### src/rtl/trs_pkg.sv
package trs_pkg;

	localparam int BUFFER_BYTES = 4096;
	localparam int POS_W = $clog2(BUFFER_BYTES + 1);
	localparam logic [POS_W-1:0] BUF_END = POS_W'(BUFFER_BYTES);

	localparam int FIFO_AW = 2;
	localparam int FIFO_DEPTH = 1 << FIFO_AW;

	typedef enum logic [1:0] {
		CFG_SEARCHED_TYPE = 2'd0,
		CFG_COPY_ENABLE   = 2'd1,
		CFG_COPY_LIMIT    = 2'd2
	} cfg_index_t;

	typedef enum logic [1:0] {
		PH_TYPE   = 2'd0,
		PH_LEN_LO = 2'd1,
		PH_LEN_HI = 2'd2,
		PH_VALUE  = 2'd3
	} phase_t;

	typedef enum logic [1:0] {
		KIND_BYTE      = 2'd0,
		KIND_FOUND     = 2'd1,
		KIND_NOT_FOUND = 2'd2
	} kind_t;

	typedef struct packed {
		logic [7:0]  searched_type;
		logic        copy_enable;
		logic [15:0] copy_limit;
	} cfg_t;

	typedef struct packed {
		kind_t       kind;
		logic [7:0]  value_byte;
		logic [15:0] record_length;
		logic [12:0] value_offset;
		logic        done_res;
	} res_t;

	// Results produced by one input word, slot r0 first.
	typedef struct packed {
		logic [1:0] n;
		res_t       r0;
		res_t       r1;
	} push_t;

	function automatic logic [12:0] to_offset(input logic [POS_W-1:0] p);
		logic [31:0] w;
		w = 32'(p);
		return w[12:0];
	endfunction

endpackage

### src/rtl/trs_scan.sv
module trs_scan
	import trs_pkg::*;
(
	input  logic       clk,
	input  logic       arst_n,
	input  logic       go,
	input  logic [7:0] data,
	input  logic       last,
	input  cfg_t       cfg,
	output push_t      push
);

	phase_t            phase_q, phase_d;
	logic [POS_W-1:0]  position_q, position_d;
	logic [15:0]       remaining_q, remaining_d;
	logic [7:0]        length_low_q, length_low_d;
	logic              type_matched_q, type_matched_d;
	logic [15:0]       reported_length_q, reported_length_d;
	logic              decided_q, decided_d;
	logic [POS_W-1:0]  value_start_q, value_start_d;

	always_ff @(posedge clk or negedge arst_n) begin
		if (!arst_n) begin
			phase_q           <= PH_TYPE;
			position_q        <= '0;
			remaining_q       <= '0;
			length_low_q      <= '0;
			type_matched_q    <= 1'b0;
			reported_length_q <= '0;
			decided_q         <= 1'b0;
			value_start_q     <= '0;
		end else if (go) begin
			phase_q           <= phase_d;
			position_q        <= position_d;
			remaining_q       <= remaining_d;
			length_low_q      <= length_low_d;
			type_matched_q    <= type_matched_d;
			reported_length_q <= reported_length_d;
			decided_q         <= decided_d;
			value_start_q     <= value_start_d;
		end
	end

	always_comb begin
		res_t        r;
		logic [1:0]  n;
		logic [15:0] raw;
		logic [15:0] len;
		res_t        r0;
		res_t        r1;

		phase_d           = phase_q;
		position_d        = position_q;
		remaining_d       = remaining_q;
		length_low_d      = length_low_q;
		type_matched_d    = type_matched_q;
		reported_length_d = reported_length_q;
		decided_d         = decided_q;
		value_start_d     = value_start_q;
		n   = 2'd0;
		r0  = '0;
		r1  = '0;
		r   = '0;
		raw = {data, length_low_q};
		len = (cfg.copy_enable && raw > cfg.copy_limit) ? cfg.copy_limit : raw;

		if (!decided_q) begin
			if (position_q >= BUF_END) begin
				r = '0;
				r.done_res = 1'b1;
				if (phase_q == PH_VALUE && type_matched_q) begin
					r.kind          = KIND_FOUND;
					r.record_length = reported_length_q;
					r.value_offset  = to_offset(value_start_q);
				end else begin
					r.kind = KIND_NOT_FOUND;
				end
				r0 = r;
				n = 2'd1;
				decided_d = 1'b1;
			end else begin
				unique case (phase_q)
					PH_TYPE: begin
						type_matched_d = (data == cfg.searched_type);
						if (!type_matched_d && data == 8'd0) begin
							r = '0;
							r.kind = KIND_NOT_FOUND;
							r.done_res = 1'b1;
							r0 = r;
							n = 2'd1;
							decided_d = 1'b1;
						end else begin
							phase_d = PH_LEN_LO;
						end
					end
					PH_LEN_LO: begin
						length_low_d = data;
						phase_d = PH_LEN_HI;
					end
					PH_LEN_HI: begin
						value_start_d = position_q + 1'b1;
						if (type_matched_q) begin
							reported_length_d = len;
							if (cfg.copy_enable && len != 16'd0) begin
								remaining_d = len;
								phase_d = PH_VALUE;
							end else begin
								r = '0;
								r.kind          = KIND_FOUND;
								r.record_length = len;
								r.value_offset  = to_offset(value_start_d);
								r.done_res      = 1'b1;
								r0 = r;
								n = 2'd1;
								decided_d = 1'b1;
							end
						end else if (raw == 16'd0) begin
							phase_d = PH_TYPE;
						end else begin
							remaining_d = raw;
							phase_d = PH_VALUE;
						end
					end
					PH_VALUE: begin
						if (remaining_q != 16'd0)
							remaining_d = remaining_q - 16'd1;
						if (type_matched_q) begin
							r = '0;
							r.kind = KIND_BYTE;
							r.value_byte = data;
							r0 = r;
							n = 2'd1;
							if (remaining_d == 16'd0) begin
								r = '0;
								r.kind          = KIND_FOUND;
								r.record_length = reported_length_q;
								r.value_offset  = to_offset(value_start_q);
								r.done_res      = 1'b1;
								r1 = r;
								n = 2'd2;
								decided_d = 1'b1;
							end
						end else if (remaining_d == 16'd0) begin
							phase_d = PH_TYPE;
						end
					end
					default: phase_d = PH_TYPE;
				endcase
				position_d = position_q + 1'b1;
			end
		end

		// Close an open search on the final byte, then clear the scan.
		if (last) begin
			if (!decided_d) begin
				r = '0;
				r.done_res = 1'b1;
				if (phase_d == PH_VALUE && type_matched_d) begin
					r.kind          = KIND_FOUND;
					r.record_length = reported_length_d;
					r.value_offset  = to_offset(value_start_d);
				end else begin
					r.kind = KIND_NOT_FOUND;
				end
				if (n == 2'd0)
					r0 = r;
				else
					r1 = r;
				n = n + 2'd1;
			end
			phase_d           = PH_TYPE;
			position_d        = '0;
			remaining_d       = '0;
			length_low_d      = '0;
			type_matched_d    = 1'b0;
			reported_length_d = '0;
			decided_d         = 1'b0;
			value_start_d     = '0;
		end

		push.n  = n;
		push.r0 = r0;
		push.r1 = r1;
	end

endmodule

### src/rtl/trs_out_fifo.sv
module trs_out_fifo
	import trs_pkg::*;
(
	input  logic  clk,
	input  logic  arst_n,
	input  logic  go,
	input  push_t push,
	output logic  space,
	output logic  res_valid,
	input  logic  res_stall,
	output res_t  head
);

	res_t             mem_q [FIFO_DEPTH];
	logic [FIFO_AW-1:0] wp_q, rp_q;
	logic [FIFO_AW:0]   count_q;
	logic [1:0]         n_push;
	logic               pop;

	assign n_push    = go ? push.n : 2'd0;
	assign res_valid = (count_q != '0);
	assign pop       = res_valid && !res_stall;
	assign head      = mem_q[rp_q];
	// Room for the worst case of two results per word.
	assign space     = (count_q <= (FIFO_AW + 1)'(FIFO_DEPTH - 2));

	always_ff @(posedge clk) begin
		if (n_push != 2'd0)
			mem_q[wp_q] <= push.r0;
		if (n_push == 2'd2)
			mem_q[wp_q + 1'b1] <= push.r1;
	end

	always_ff @(posedge clk or negedge arst_n) begin
		if (!arst_n) begin
			wp_q    <= '0;
			rp_q    <= '0;
			count_q <= '0;
		end else begin
			wp_q    <= wp_q + FIFO_AW'(n_push);
			if (pop)
				rp_q <= rp_q + 1'b1;
			count_q <= count_q + (FIFO_AW + 1)'(n_push) - (FIFO_AW + 1)'(pop);
		end
	end

endmodule

### src/rtl/tlv_record_search.sv
// Scans a byte buffer of type-length-value records (type byte, 16-bit
// little-endian length, value) for the configured type and reports found or
// not found, optionally streaming the matched value bytes first. Takes one
// byte per cycle while byte_stall is low; a byte that yields two results
// (last copied byte plus status) is held in the four-entry result queue,
// which drains one word per cycle while res_stall is low. A result is
// presented once its byte has passed the input register and the scan into
// the queue. Write the registers only while no search result is pending.
module tlv_record_search
	import trs_pkg::*;
(
	input  logic        clk,
	input  logic        arst_n,
	input  logic        byte_valid,
	output logic        byte_stall,
	input  logic [7:0]  data_byte,
	input  logic        last_byte,
	output logic        res_valid,
	input  logic        res_stall,
	output logic [1:0]  kind,
	output logic [7:0]  value_byte,
	output logic [15:0] record_length,
	output logic [12:0] value_offset,
	output logic        done_res,
	input  logic        cfg_valid,
	output logic        cfg_ready,
	input  logic [1:0]  cfg_index,
	input  logic [15:0] cfg_data
);

	cfg_t       cfg_q;
	logic       valid_s1;
	logic [7:0] data_s1;
	logic       last_s1;
	logic       space;
	logic       go;
	push_t      push;
	res_t       head;

	assign cfg_ready = 1'b1;

	always_ff @(posedge clk or negedge arst_n) begin
		if (!arst_n) begin
			cfg_q.searched_type <= 8'd0;
			cfg_q.copy_enable   <= 1'b1;
			cfg_q.copy_limit    <= 16'hFFFF;
		end else if (cfg_valid && cfg_ready) begin
			unique case (cfg_index)
				CFG_SEARCHED_TYPE: cfg_q.searched_type <= cfg_data[7:0];
				CFG_COPY_ENABLE:   cfg_q.copy_enable   <= cfg_data[0];
				CFG_COPY_LIMIT:    cfg_q.copy_limit    <= cfg_data;
				default:           ;
			endcase
		end
	end

	assign go         = valid_s1 && space;
	assign byte_stall = valid_s1 && !space;

	always_ff @(posedge clk or negedge arst_n) begin
		if (!arst_n)
			valid_s1 <= 1'b0;
		else if (!byte_stall)
			valid_s1 <= byte_valid;
	end

	// Hold the word while the result queue lacks room for two results.
	always_ff @(posedge clk) begin
		if (!byte_stall) begin
			data_s1 <= data_byte;
			last_s1 <= last_byte;
		end
	end

	trs_scan u_scan (
		.clk    (clk),
		.arst_n (arst_n),
		.go     (go),
		.data   (data_s1),
		.last   (last_s1),
		.cfg    (cfg_q),
		.push   (push)
	);

	trs_out_fifo u_fifo (
		.clk       (clk),
		.arst_n    (arst_n),
		.go        (go),
		.push      (push),
		.space     (space),
		.res_valid (res_valid),
		.res_stall (res_stall),
		.head      (head)
	);

	assign kind          = head.kind;
	assign value_byte    = head.value_byte;
	assign record_length = head.record_length;
	assign value_offset  = head.value_offset;
	assign done_res      = head.done_res;

endmodule

### config.mk
export PLATFORM = sky130hd
export DESIGN_NAME = tlv_record_search
export DESIGN_NICKNAME = d
export VERILOG_FILES = /design/src/rtl/trs_pkg.sv /design/src/rtl/trs_scan.sv /design/src/rtl/trs_out_fifo.sv /design/src/rtl/tlv_record_search.sv
export SDC_FILE = /design/constraint.sdc
export NUM_CORES = 1
export LEC_CHECK = 0
export BUFFER_PORTS_ARGS = -buffer_cell sky130_fd_sc_hd__clkbuf_2
export CAP_MARGIN = 20
export CORE_UTILIZATION = 45
export DETAILED_ROUTE_END_ITERATION = 6
export GPL_ROUTABILITY_DRIVEN = 0
export MAX_ROUTING_LAYER = met4
export PLACE_DENSITY_LB_ADDON = 0.2
export SYNTH_ARGS = -nofsm -noshare
export SYNTH_HDL_FRONTEND = slang
export SYNTH_SLANG_ARGS = --single-unit
### constraint.sdc
create_clock -name clk -period 4.7 [get_ports clk]
set_clock_uncertainty 0.1 [all_clocks]
set_input_delay 0.94 -clock clk [delete_from_list [all_inputs] [get_ports clk]]
set_output_delay 0.94 -clock clk [all_outputs]
set_load 0.03 [all_outputs]
# --- Yosys cells after proc, flatten, opt, wreduce, memory -nomap -nowiden ---
# Memories as Yosys holds them, arrays and structs flattened.
# Index checks and enable logic that the tools add are counted.
totals:
  reg_bits: 112
  ramBits: 160
  out_inout_bits: 43
  word_cells: 158
  mem_count: 1
classes:
  addsub: 8
  order_cmp: 3
  n_eq_ne: 12
  muxes: 88
  reduce_logical: 29
memory_table:
  columns: ["memory", "depth", "word_bits", "rd", "rd_ports_with_merged_regs", "wr", "line", "rtl"]
  rows:
  - ["u_fifo.mem_q", 4, 40, 1, 0, 2, "trs_out_fifo.sv:14", "res_t mem_q [FIFO_DEPTH];"]
op_table:
  columns: ["op", "count"]
  rows:
  - ["two-way mux 40 bit", 14]
  - ["two-way mux 16 bit", 16]
  - ["one-hot mux 40 bit (3 select lines)", 1]
  - ["two-way mux 13 bit", 7]
  - ["two-way mux 39 bit", 2]
  - ["two-way mux 29 bit", 2]
  - ["two-way mux 2 bit", 19]
  - ["two-way mux 38 bit", 1]
  - ["logical NOT 16 bit", 2]
  - ["two-way mux 8 bit", 4]
  - ["one-hot mux 16 bit (2 select lines)", 1]
  - ["nonzero test 16 bit", 2]
  - ["two-way mux 1 bit", 18]
  - ["greater-than comparator 16 bit", 1]
  - ["subtractor 16 x 1 -> 16 bit (second input constant)", 1]
  - ["adder 13 x 1 -> 13 bit (second input constant)", 1]
  - ["greater-or-equal comparator 13 bit (second input constant)", 1]
  - ["== test 2 bit (second input constant)", 5]
  - ["== test 8 bit", 1]
  - ["logical AND 1 bit", 8]
  - ["logical NOT 8 bit", 1]
  - ["one-hot mux 2 bit (4 select lines)", 1]
  - ["adder 2 x 1 -> 2 bit (second input constant)", 3]
  - ["logical NOT 2 bit", 3]
  - ["17 further kinds", 25]

# --- Logic depth before layout (Yosys ltp) ---
depth:
  word_depth: 18
  mapped_depth: 19
  ltp_nobuf: 16

# --- Hierarchy ---
# Synthesis repeated with hierarchy kept, for this count alone.
hier_totals:
  hier_cells: 1284
  hier_area_um2: 15577.4
modules_own_cells:
  columns: ["mod", "n_inst", "cells_per_inst", "area_per_inst_um2"]
  rows:
  - ["trs_out_fifo", 1, 437, 8267.9]
  - ["trs_scan", 1, 777, 5994.5]
  - ["tlv_record_search", 1, 70, 1315.0]

# --- Least setup slack after synthesis ---
# Ideal clock, no wire load.
synth_path:
  path_kind: "reg-to-reg"
  start: "reg u_scan.remaining_q[0]"
  end: "mem u_fifo.mem_q[1][0] (netlist bit) (enable)"
  setup_time_ns: 0.389
  t_arrival_ns: 4.512
  required_ns: 4.211
  slack_ns: -0.301
  path_stages_with_launch: 18
  path_buffers: 3
  cell_sequence: "dfrtp_1 inv_1 ha_1 or3b_4 clkbuf_1 nor4_1 mux2i_1 nand4_1 nor4_2 and2_1 buf_2 inv_2 ha_1 nand3_1 o21ai_2 nand2b_1 buf_2 nand2_1"
synth_lines:
  columns: ["item", "line", "rtl"]
  rows:
  - ["from (decl)", "trs_scan.sv:15", "logic [15:0] remaining_q, remaining_d;"]
  - ["from (signal assigned)", "trs_scan.sv:35", "remaining_q <= remaining_d;"]
  - ["to (decl)", "trs_out_fifo.sv:14", null]

==> impl_metrics.json <==
{
  "status": "complete, but fails checks",
  "violations": "design-rule violations",
  "cts_made_buffers": 31,
  "pwr-share-seq_pct": 33.5,
  "start_util_pct": 45.6,
  "yosysSeqAreaShare_pct": 49.5,
  "htreeDepth": 1,
  "final_layout_size_suffix_gt1_share_pct": 24.4,
  "coreArea_um2": 32500,
  "p_switching_mw": 4.02,
  "post_cts_buffers": 0,
  "cts_buffer_depth": 3,
  "hold_path.class": "in2async",
  "seq_area_um2": 7360,
  "tightest_slew_ns": 0.886,
  "synth_area_per_cell_um2": 11.1,
  "pwr-share-comb_pct": 42.7,
  "die_x_um": 184,
  "track_usage_pct": 26.5,
  "r2r_end": "u_fifo.mem_q[1][5]",
  "fin_crit_sh_pct": 95.6,
  "synth_warnings": 0,
  "ys_ff_latch": 272,
  "placementRows": 66,
  "drtIter0Drc": 1243,
  "crit_path_end_kind": "flop",
  "worstRegToRegCells": 16,
  "cts.clk_slew.worst_paths_ns": 0.06,
  "setup_ws_ns": 0.207,
  "layout_common_cells": "137 x edfxtp_1, 125 x o22ai_1, 106 x nand2_1, 101 x o21ai_0, 84 x dfrtp_1",
  "p_int_mw": 5.77,
  "grt_overflow_total": 0,
  "reg2reg_slack_ns": 0.21,
  "power_density_nw_per_um2": 574,
  "grt_pass1_vias": 11400,
  "fillers": 2935,
  "fin_cells": 1871,
  "portBuffers": 73,
  "preCtsSetupSlack_ns": 0.172,
  "final_nets": 1461,
  "path_class": "reg2reg",
  "die_h_um": 184,
  "max_slew_margin_pct": 40.7,
  "cts.sinks": 272,
  "holdBufCountCts": 0,
  "synth_cells": 1338,
  "switching_share_pct": 41.1,
  "antenna_found_initial": 0,
  "synthFlopType": "edfxtp_1",
  "wirelength_um": 43300,
  "wl_per_cell_um": 23.2,
  "hpwl_um": 27800,
  "cts_tree": "built",
  "rsz0062_at_grt": "false",
  "required_ns": 4.84,
  "peakVddDrop_v": 0.000389,
  "synth-async-reset-ratio_pct": 37.9,
  "grt_max_degree": 46,
  "fmax_mhz": 223,
  "drtPass1Iterations": 7,
  "drcViolationCount": 3,
  "pin_count": 75,
  "post_cts_resized": 0,
  "p_leak_nw": 6.15,
  "cp_max_fo": 32,
  "clock_power_share_pct": 23.9,
  "synth_fp_nets": 1395,
  "syn_area_um2": 14800,
  "vias": 11900,
  "r2r-start": "u_scan.remaining_q[0]",
  "startpoint_type": "flop",
  "layout.cells.most_common": "edfxtp_1",
  "cap_violations": 0,
  "maxSlewViolCount": 0,
  "fin_crit_ns": 4.49,
  "multi_input_area_um2": 6880,
  "finalHoldViolCount": 0,
  "placed_cells": 1812,
  "via_per_inst": 6.35,
  "die_area_um2": 33700,
  "arrival_ns": 4.64,
  "setup_viol": 0,
  "root_buffer": "clkbuf_16",
  "grt_pass1_wl_um": 67400,
  "syn_to_final_growth_pct": 14.8,
  "postRouteAntennaNets": 0,
  "clk_latency_ns": 0.56,
  "synth_cell_types": 83,
  "antenna_cells": 0,
  "synth_edf_count": 137
}
==> kinds of logic after synthesis <==
kind of cell / Yosys count / share of synthesized area (%)
compound gates: 469 / 22.4
xor+xnor: 26 / 1.53
fa+ha+maj: 25 / 2.16
buf+inv: 153 / 4.66
flops: 272 / 49.5
mux: 87 / 9.52
other cells: 1 / 0.0253
simple gates: 305 / 10.2
==> registers in the layout, indices dropped and copies added, names as in the netlist, 2 cells and up <==
| name | flops |
|---|---|
| u_scan.value_start_q | 13 |
| u_scan.position_q | 13 |
| u_scan.phase_q | 2 |
| cfg_q | 25 |
| u_fifo.rp_q | 2 |
| u_fifo.wp_q | 2 |
| u_scan.reported_length_q | 16 |
| u_fifo.count_q | 3 |
| u_scan.remaining_q | 16 |
| u_fifo.mem_q | 160 |
| u_scan.length_low_q | 8 |
| data_s1 | 8 |
==> synthesized netlist by cell type (34+ instances only) <==
| library cell | count | area [µm²] |
|---|---|---|
| edfxtp_1 | 137 | 4110 |
| o21ai_0 | 101 | 505 |
| mux4_2 | 40 | 901 |
| inv_1 | 43 | 161 |
| clkbuf_1 | 61 | 229 |
| o22ai_1 | 125 | 782 |
| dfrtp_1 | 86 | 2150 |
| a22o_1 | 56 | 490 |
| mux2_2 | 34 | 383 |
| nor2_1 | 70 | 263 |
| nand2_1 | 107 | 402 |
| a21oi_1 | 44 | 220 |
==> power groups by stage <==
stage | Combinational, mW | Sequential, mW | Clock [mW]
after CTS | 4.09 | 3.28 | 2.38
final | 4.18 | 3.28 | 2.34
after global placement | 4.05 | 3.31 | 0
after detailed placement | 4.08 | 3.33 | 0
after global routing | 4.48 | 3.33 | 2.47
after floorplan | 2.95 | 3.10 | 0
==> routing by layer <==
layer	share of wire, %	up-vias	GRT usage (%)
met5	0	-	-
met4	2.0	0	6.87
met3	8.1	75	3.74
met2	46	556	40.4
met1	44	5912	37.2
li1	-	5346	-
==> worst max path at each step <==
stage                          start                  end  slack (ns)
6_report       u_scan.remaining_q[0]   u_fifo.mem_q[1][5]        0.21
5_1_grt        u_scan.remaining_q[0]  u_fifo.mem_q[1][11]        0.01
4_1_cts        u_scan.remaining_q[0]  u_fifo.mem_q[1][17]        0.16
3_5_place_dp   u_scan.remaining_q[0]   u_fifo.mem_q[1][0]        0.17
3_3_place_gp   u_scan.remaining_q[0]    u_fifo.count_q[2]        0.28
2_1_floorplan  u_scan.remaining_q[0]   u_fifo.mem_q[1][0]      -0.002
==> area by class of cell <==
cell class / count / area share, %
Inverter: 47 / 1.10
Clock buffer: 46 / 5.23
Multi-Input combinational cell: 913 / 40.4
Sequential cell: 272 / 43.1
Clock inverter: 12 / 0.587
Tap cell: 442 / 3.24
Timing Repair Buffer: 139 / 6.33
==> stage by stage <==
step | cell area, µm² | util, % | hold slack (ns) | setup TNS (ns) | power, mW
floorplan | 14900 | - | 0.344 | -0.0630 | 6.05
detailed placement | 16000 | 49.1 | 0.362 | 0 | 7.41
CTS | 17000 | 52.2 | 0.307 | 0 | 9.75
global placement | 16000 | 49.1 | 0.356 | 0 | 7.37
finish | 17000 | 52.4 | 0.310 | 0 | 9.79
global route | 17000 | 52.4 | 0.346 | 0 | 10.3
==> critical path, cell delays in order (launching register included) <==
cell	delay [ns]
dfrtp_1	0.38
inv_1	0.08
ha_1	0.20
or3b_4	0.40
buf_4	0.19
nor4_2	0.31
mux2i_1	0.27
nand4_1	0.28
nor4_4	0.35
and2_4	0.21
inv_2	0.05
ha_1	0.30
a211oi_2	0.05
a22o_4	0.35
nand2b_2	0.27
nand2_2	0.15
buf_12	0.24
Power figures use the tool's default switching activity.
